$ cat src/sort_dedup_points_core_assert.svh
// ---------------------------------------------------------------------------
// Assertion macros for sort_dedup_points_core
// Implication checks, same-cycle and next-cycle, clocked on clk, off in reset.
// ---------------------------------------------------------------------------
`ifndef SORT_DEDUP_POINTS_CORE_ASSERT_SVH
`define SORT_DEDUP_POINTS_CORE_ASSERT_SVH

// antecedent holds -> consequent holds in the same cycle
`define SDP_ASSERT_IMPL(label, ante, cons) \
    label: assert property (@(posedge clk) disable iff (!rst_n) (ante) |-> (cons)) \
        else $error("sdp assertion failed");

// antecedent holds -> consequent holds in the next cycle
`define SDP_ASSERT_NEXT(label, ante, cons) \
    label: assert property (@(posedge clk) disable iff (!rst_n) (ante) |=> (cons)) \
        else $error("sdp assertion failed");

`endif

$ cat src/sdp_pkg.sv
// ---------------------------------------------------------------------------
// sdp_pkg
// Shared constants, the point record and the ordering function for the
// sort/dedup chain.
// ---------------------------------------------------------------------------
package sdp_pkg;

    // one cell per storable point
    localparam int CELLS   = 64;
    localparam int COORD_W = 32;
    localparam int FILL_W  = $clog2(CELLS + 1);
    localparam int FLUSH_W = $clog2(CELLS);

    typedef struct packed {
        logic               valid;
        logic               dup;    // seen two or more times
        logic [COORD_W-1:0] x;
        logic [COORD_W-1:0] y;
    } point_t;

    // strict order: signed x, then signed y
    function automatic logic point_less(input point_t a, input point_t b);
        logic [2*COORD_W-1:0] ka;
        logic [2*COORD_W-1:0] kb;
        ka = {~a.x[COORD_W-1], a.x[COORD_W-2:0], ~a.y[COORD_W-1], a.y[COORD_W-2:0]};
        kb = {~b.x[COORD_W-1], b.x[COORD_W-2:0], ~b.y[COORD_W-1], b.y[COORD_W-2:0]};
        return ka < kb;
    endfunction

endpackage

$ cat src/sdp_cell.sv
// ---------------------------------------------------------------------------
// sdp_cell
// One insertion cell: keeps the smaller of held and incoming point, passes
// the larger on, merges equal points; shifts towards the head when draining.
// ---------------------------------------------------------------------------
module sdp_cell
(
    input  logic            clk,
    input  logic            rst_n,
    input  logic            shift,
    input  sdp_pkg::point_t tok_in,
    input  sdp_pkg::point_t shift_in,
    output sdp_pkg::point_t tok_out,
    output sdp_pkg::point_t held
);

    sdp_pkg::point_t held_reg;
    sdp_pkg::point_t held_next;
    sdp_pkg::point_t tok_reg;
    sdp_pkg::point_t tok_next;
    logic            same;

    assign same = (tok_in.x == held_reg.x) && (tok_in.y == held_reg.y);

    always_comb
    begin
        held_next       = held_reg;
        tok_next        = tok_in;
        tok_next.valid  = 1'b0;
        if (shift)
        begin
            held_next = shift_in;
        end
        else if (tok_in.valid)
        begin
            if (!held_reg.valid)
            begin
                held_next = tok_in;
            end
            else if (same)
            begin
                held_next.dup = 1'b1;
            end
            else if (sdp_pkg::point_less(tok_in, held_reg))
            begin
                held_next = tok_in;
                tok_next  = held_reg;
            end
            else
            begin
                tok_next = tok_in;
            end
        end
    end

    always_ff @(posedge clk or negedge rst_n)
    begin
        if (!rst_n)
        begin
            held_reg <= '0;
            tok_reg  <= '0;
        end
        else
        begin
            held_reg <= held_next;
            tok_reg  <= tok_next;
        end
    end

    assign tok_out = tok_reg;
    assign held    = held_reg;

endmodule

$ cat config.mk
export PLATFORM = sky130hd
export DESIGN_NAME = sdp_cell
export DESIGN_NICKNAME = d
export VERILOG_FILES = /design/src/sort_dedup_points_core_assert.svh /design/src/sdp_pkg.sv /design/src/sdp_cell.sv
export SDC_FILE = /design/constraint.sdc
export NUM_CORES = 1
export LEC_CHECK = 0
export ABC_AREA = 0
export BUFFER_PORTS_ARGS = -buffer_cell sky130_fd_sc_hd__buf_4
export CELL_PAD_IN_SITES_DETAIL_PLACEMENT = 1
export CELL_PAD_IN_SITES_GLOBAL_PLACEMENT = 2
export CORE_MARGIN = 1.5
export CORE_UTILIZATION = 32
export DETAILED_ROUTE_END_ITERATION = 8
export PLACE_DENSITY = 0.8
export SLEW_MARGIN = 0
export SYNTH_ARGS = -nofsm -noshare
export SYNTH_HDL_FRONTEND = slang
export SYNTH_SLANG_ARGS = --single-unit
$ cat constraint.sdc
create_clock -name clk -period 3.5 [get_ports clk]
set_input_delay 0.7 -clock clk [delete_from_list [all_inputs] [get_ports clk]]
set_output_delay 0.7 -clock clk [all_outputs]
set_load 0.01 [all_outputs]
---- Yosys cells after proc, flatten, opt, wreduce, memory -nomap -nowiden ----
Index checks and enable logic that the tools add are counted.
operators by class
  order comparisons ....................... 1
  eq/ne operators ......................... 5
  muxes and demuxes ....................... 12
  bitwise operators ....................... 4
  reduce and logical (&&, ||, !) cells .... 4
operator list
  kind                                                   count
  2-to-1 mux 66 bit                                      7
  2-to-1 mux 65 bit                                      2
  == test 32 bit                                         2
  less-than comparator 64 bit                            1
  2-to-1 mux 64 bit                                      1
  inequality test 4 x 2 -> 1 bit, second input constant  1
  inverter 1 bit                                         4
  inequality test 3 x 2 -> 1 bit, second input constant  1
  inequality test 3 bit, second input constant           1
  AND reduction 3 bit                                    1
  2-to-1 mux 1 bit                                       2
  AND reduction 2 bit                                    1
  nonzero test 2 bit                                     1
  logical AND 1 bit                                      1
storage, ports and cells
  register bits ........................... 132
  input bits .............................. 135
  output and inout port bits .............. 132
  word-level logic and storage cells ...... 34

---- Longest topological paths before layout ----
Gate-level depths: netlist of run 1.
  depth in word-level cells ............... 7
  mapped depth ............................ 12
  gate-level depth less buffers ........... 10

---- Worst setup path before layout of run 1 ----
Ideal clock, no wire load.
  path kind ............................... input to register
  start ................................... in tok_in[31] (netlist bit)
  end ..................................... reg tok_reg (netlist bit tok_out[15])
  arrival time ............................ 2.982 ns
  required time ........................... 3.375 ns
  slack ................................... 0.393 ns
  stages on the path ...................... 12
  path through ............................ inv_1 -> ha_1 -> nand4_2 -> nor2_1 -> a221o_1 -> a211o_1 -> a2111oi_4 -> o21ai_2 -> nor2b_4 -> buf_6 -> buf_12 -> mux2_4
RTL lines
  element               RTL line        source
  from (decl)           sdp_cell.sv:11  input sdp_pkg::point_t tok_in,
  to (signal assigned)  sdp_cell.sv:66  tok_reg <= tok_next;
  to (decl)             sdp_cell.sv:19  sdp_pkg::point_t tok_reg;

==> results.sh, run 1 <==
export IMPL_status="finished clean"
export IMPL_synthCells=596
export IMPL_critical_path_cell_chain="inv_1 > ha_1 > a21oi_1 > o21ai_0 > a221o_1 > a211o_1 > a2111oi_4 > o21ai_2 > nor2b_4 > buf_4 > mux2_4"
export IMPL_async_reset_ff_share_pct=100
export IMPL_drt_wirelength_per_cell_um=18.1
export IMPL_critical_path_startpoint_type="flip-flop"
export IMPL_synth_edf_count=0
export IMPL_worstPathArrival_ns=3.47
export IMPL_synth_top_area_cell="dfrtp_1"
export IMPL_setup_violations=0
export IMPL_critPathTopFamily="compound AO/OA/AOI/OAI gates"
export IMPL_final_cells=1203
export IMPL_hold_buffers=0
export IMPL_avgSynthCellArea_um2=12.6
export IMPL_grt_ovfl_total=0
export IMPL_routed_via_count=5616
export IMPL_die_w_um=156
export IMPL_cts_setup_buffers=0
export IMPL_power_density_nw_per_um2=485
export IMPL_drc=0
export IMPL_drt_vias_per_instance=4.67
export IMPL_power_leakage_uw=0.00562
export IMPL_fmax_ghz=0.317
export IMPL_cts_root_buf="clkbuf_16"
export IMPL_drv_cap=0
export IMPL_area_growth_pct=40.2
export IMPL_hold_path_class="input pin to async pin"
export IMPL_tns_ns=0
export IMPL_r2r_slack_ns=0.35
export IMPL_antenna_left=0
export IMPL_grt_pass1_wl_um=33900
export IMPL_n_fill_cell=2454
export IMPL_end_kind="flip-flop"
export IMPL_layout_drive_gt1_share_pct=42.4
export IMPL_grtUsageTotal_pct=18.2
export IMPL_finalCritPeriodShare_pct=90.1
export IMPL_initial_core_util_pct=32.9
export IMPL_synth_most_common_cell="dfrtp_1"
export IMPL_diodes=0
export IMPL_final_nets=1076
export IMPL_synth_seq_area_share_pct=44.1
export IMPL_total_power_uw=5100
export IMPL_slowest_delay_ns=0.37
export IMPL_drtIter0Drc=189
export IMPL_relSlewSlack_pct=43.6
export IMPL_slowest_stage="dfrtp_1"
export IMPL_htree_levels=4
export IMPL_crit_type="flip-flop to flip-flop"
export IMPL_whs_ns=0.294
export IMPL_post_place_cells=1171
export IMPL_synth_commonest_cells="132 x dfrtp_1, 122 x mux2i_1, 71 x inv_1"
export IMPL_yosysTopAreaCellShare_pct=44.1
export IMPL_synth_ff_type="dfrtp_1"
export IMPL_io_buffers=266
export IMPL_synth_cell_type_count=37
export IMPL_crit_required_ns=3.81
export IMPL_die_y_um=156
export IMPL_grt_antenna_before_repair=0
export IMPL_ir_worst_vdd_mv=0.276
export IMPL_clock_path_buffers=2
export IMPL_cts_tree="built"
export IMPL_cp_max_fo=10
export IMPL_cts_sinks=132
export IMPL_fp_coreArea_um2=22800
export IMPL_dieArea_um2=24300
export IMPL_cts_buffers=17
export IMPL_path_buf_inv=2
export IMPL_finalHoldViolCount=0
export IMPL_fin_crit_ns=3.15
export IMPL_rsz0062_at_grt="no"
export IMPL_clock_skew_ns=0.0121
export IMPL_grt_start_max_net_pins=75
export IMPL_tightest_slew_ns=0.846
export IMPL_dr_pass1_iters=4
export IMPL_first_global_vias=6131
export IMPL_gp_congestion=0.738
export IMPL_dp_hpwl_um=16400
export IMPL_maxSlewViolCount=0
export IMPL_ys_seq_elements=132
export IMPL_routed_wl_um=21800
export IMPL_cts_resized=0
export IMPL_syn_nets=795
export IMPL_clk_latency_ns=0.43
export IMPL_post_route_util_pct=46.1
export IMPL_yosysWarnings=0
export IMPL_syn_area_um2=7490
export IMPL_rows=55
export IMPL_clk_pin_slew_ns=0.07
export IMPL_io_pins=267
export IMPL_synth_area_top_cells="dfrtp_1 44%, mux2i_1 16%, ha_1 11%"
-- cells in the final DEF, fill, tap and decap left out, types with 2 or more instances in the layout --
cell          n
a21oi_1      27
mux2i_1     122
nor3_1        5
buf_12        8
nand4_1      14
nand3_1       5
mux2_4       50
a211o_1       2
mux2_1       14
inv_6         4
a21o_1        9
ha_1         64
o21ai_0      14
a221oi_1      2
dfrtp_1     132
nor4_1        4
clkinv_4      2
o211ai_1      2
inv_1        71
clkinvlp_4    4
nor2_1        3
clkbuf_16    17
buf_4       275
nand2_1      17
bufinv_16     3
mux2_2        4
-- metrics by stage --
stage | setup WS [ns] | cell area (µm²)
5_1_grt | 0.140 | 10500
6_report | 0.345 | 10500
2_1_floorplan | 0.393 | 7490
3_5_place_dp | -0.0730 | 9890
3_3_place_gp | 0.00715 | 9890
4_1_cts | 0.324 | 10500
-- where the power goes --
group | switching, µW | leakage (µW) | internal, µW
clock | 754 | 0.000284 | 1130
sequential | 128 | 0.00154 | 1710
combinational | 662 | 0.00380 | 714
-- layer usage --
layer | global-route usage [%] | vias to the layer above | routed length (µm)
li1 | - | 2673 | -
met1 | 21.9 | 2754 | 9330
met2 | 31.5 | 166 | 10900
met3 | 5.17 | 23 | 1260
met4 | 5.26 | 0 | 357
met5 | 0 | - | 0
-- worst paths after layout --
| kind | from | end | depth (start not counted) |
|---|---|---|---|
| max in group asynchronous | rst_n | held[11] | 2 |
| min | rst_n | held[56] | 1 |
| min reg2reg | held[4] | tok_out[4] | 1 |
| max | held[23] | tok_out[56] | 11 |
| min in group clk | shift_in[65] | held[65] | 3 |
| max reg2reg | held[23] | tok_out[56] | 11 |
-- final cells by class --
type	instances	area, µm²	share of cell area (%)
multi-input combinational	371	3690	35.2
clock inverter	14	178	1.69
sequential	132	3300	31.5
tap	313	392	3.73
inverter	71	267	2.54
clock buffer	18	429	4.09
timing repair buffer	284	2240	21.3
-- cells by family (layout without fill, tap and decap cells) --
kind of cell	Yosys count	count (layout)	synth area share, %
AO/OA/AOI/OAI	62	62	5.26
adder cells (fa/ha/maj)	64	64	10.7
buffers and inverters	93	387	6.55
flip-flops	132	132	44.1
multiplexers	190	190	29.0
AND/OR/NAND/NOR	55	55	4.33
Note: power is estimated with default switching activity, not from simulation.
==> run 2: changes to the inputs <==
==> constraint.sdc (replaced) <==
create_clock -name clk -period 3.2 [get_ports clk]
set_input_delay 0.64 -clock clk [delete_from_list [all_inputs] [get_ports clk]]
set_output_delay 0.64 -clock clk [all_outputs]
set_load 0.01 [all_outputs]
==> results.sh, run 2 (same netlist as run 1, synthesis figures left out) <==
export IMPL_dieArea_um2=24300
export IMPL_post_place_cells=1199
export IMPL_status="finished clean"
export IMPL_final_cells=1235
export IMPL_gp_congestion=0.727
export IMPL_rsz0062_at_grt="yes"
export IMPL_clock_skew_ns=0.0139
export IMPL_r2r_start="held[23]"
export IMPL_cp_max_fo=16
export IMPL_final_seq_area_um2=3300
export IMPL_routed_wl_um=22700
export IMPL_cts_sinks=132
export IMPL_routed_via_count=5796
export IMPL_grtUsageTotal_pct=18.5
export IMPL_fmax_ghz=0.323
export IMPL_hold_buffers=0
export IMPL_crit_start="held[23]"
export IMPL_power_leakage_uw=0.00580
export IMPL_timing_rr_end="tok_out[59]"
export IMPL_drtIter0Drc=128
export IMPL_area_growth_pct=44.3
export IMPL_grt_pass1_wl_um=34600
export IMPL_grt_ovfl_total=0
export IMPL_clock_path_buffers=2
export IMPL_setup_violations=0
export IMPL_clk_pin_slew_ns=0.06
export IMPL_drv_cap=0
export IMPL_die_y_um=156
export IMPL_io_pins=267
export IMPL_final_common_cell="buf_4"
export IMPL_antenna_left=0
export IMPL_total_power_uw=5690
export IMPL_grt_start_max_net_pins=69
export IMPL_critical_path_startpoint_type="flip-flop"
export IMPL_hold_path_class="input pin to async pin"
export IMPL_final_nets=1109
export IMPL_ir_worst_vdd_mv=0.311
export IMPL_first_global_vias=6368
export IMPL_clk_latency_ns=0.42
export IMPL_finalHoldViolCount=0
export IMPL_crit_required_ns=3.50
export IMPL_drt_wirelength_per_cell_um=18.4
export IMPL_finalCritPeriodShare_pct=96.7
export IMPL_cp_endpoint="tok_out[59]"
export IMPL_dr_pass1_iters=4
export IMPL_cts_buffers=17
export IMPL_tightest_slew_ns=0.706
export IMPL_rr_worst_depth=12
export IMPL_htree_levels=4
export IMPL_cts_tree="built"
export IMPL_relSlewSlack_pct=52.9
export IMPL_die_w_um=156
export IMPL_rows=55
export IMPL_initial_core_util_pct=32.9
export IMPL_mostFrequentLayoutCells="306 x buf_4, 132 x dfrtp_1, 122 x mux2i_1"
export IMPL_n_fill_cell=2452
export IMPL_fp_coreArea_um2=22800
export IMPL_diodes=0
export IMPL_cts_root_buf="clkbuf_16"
export IMPL_worstPathArrival_ns=3.39
export IMPL_maxSlewViolCount=0
export IMPL_end_kind="flip-flop"
export IMPL_layout_drive_gt1_share_pct=44.7
export IMPL_multiInputGateArea_um2=3710
export IMPL_dp_hpwl_um=17100
export IMPL_drt_vias_per_instance=4.69
export IMPL_io_buffers=266
export IMPL_crit_type="flip-flop to flip-flop"
export IMPL_grt_antenna_before_repair=0
export IMPL_r2r_slack_ns=0.11
export IMPL_power_density_nw_per_um2=526
export IMPL_fin_crit_ns=3.09
export IMPL_drc=0
run 2: worst max-delay path: stages (launching register included):
cell and delay, ns:
dfrtp_1 0.39, inv_1 0.07, ha_1 0.32, a21oi_1 0.16
o21ai_1 0.11, a221o_1 0.31, a211o_1 0.27, a2111oi_4 0.33
o21ai_2 0.14, nor2b_4 0.18, buf_4 0.16, clkbuf_16 0.21
mux2_4 0.31
run 2: worst min-delay path by stage:
stage / start / depth (start not counted) / slack [ns] / endpoint
5_1_grt: rst_n / 1 / 0.24 / held[57]
2_1_floorplan: rst_n / 0 / 0.34 / held[0]
3_5_place_dp: held[6] / 1 / 0.52 / tok_out[6]
6_report: rst_n / 1 / 0.21 / held[56]
4_1_cts: rst_n / 1 / 0.25 / held[57]
3_3_place_gp: held[3] / 1 / 0.50 / tok_out[3]
run 2: metal layers:
layer	up-vias	GRT usage, %	part of all wire (%)
li1	2739	-	-
met1	2880	21.8	42
met2	160	32.9	51
met3	17	5.19	5.9
met4	0	4.90	1.3
met5	-	0	0
run 2: cell type report:
type	count	area share (%)
clock buffer	18	4.06
multi-input combinational	371	34.3
sequential	132	30.6
clock inverter	13	1.69
tap	313	3.62
inverter	71	2.47
timing repair buffer	317	23.3
run 2: through the flow:
stage / TNS, ns / setup WS [ns] / hold slack, ns / utilization, % / instance area (µm²)
3_3_place_gp: -12.05 / -0.146 / 0.501 / 44.2 / 10100
4_1_cts: 0 / 0.0500 / 0.253 / 47.0 / 10700
6_report: 0 / 0.107 / 0.213 / 47.4 / 10800
5_1_grt: -1.14 / -0.0533 / 0.245 / 47.4 / 10800
3_5_place_dp: -19.07 / -0.250 / 0.518 / 44.2 / 10100
2_1_floorplan: 0 / 0.153 / 0.344 / - / 7490
run 2: where the power goes:
group | switching, µW | internal [µW] | leakage, µW
clock network | 782 | 1320 | 0.000294
logic | 743 | 832 | 0.00397
registers | 141 | 1870 | 0.00154
total | 1670 | 4020 | 0.00580
run 2: timing repair:
item	in CTS	in global routing
setup endpoints to repair	0	14
gates resized for setup	0	4
setup buffers	0	2
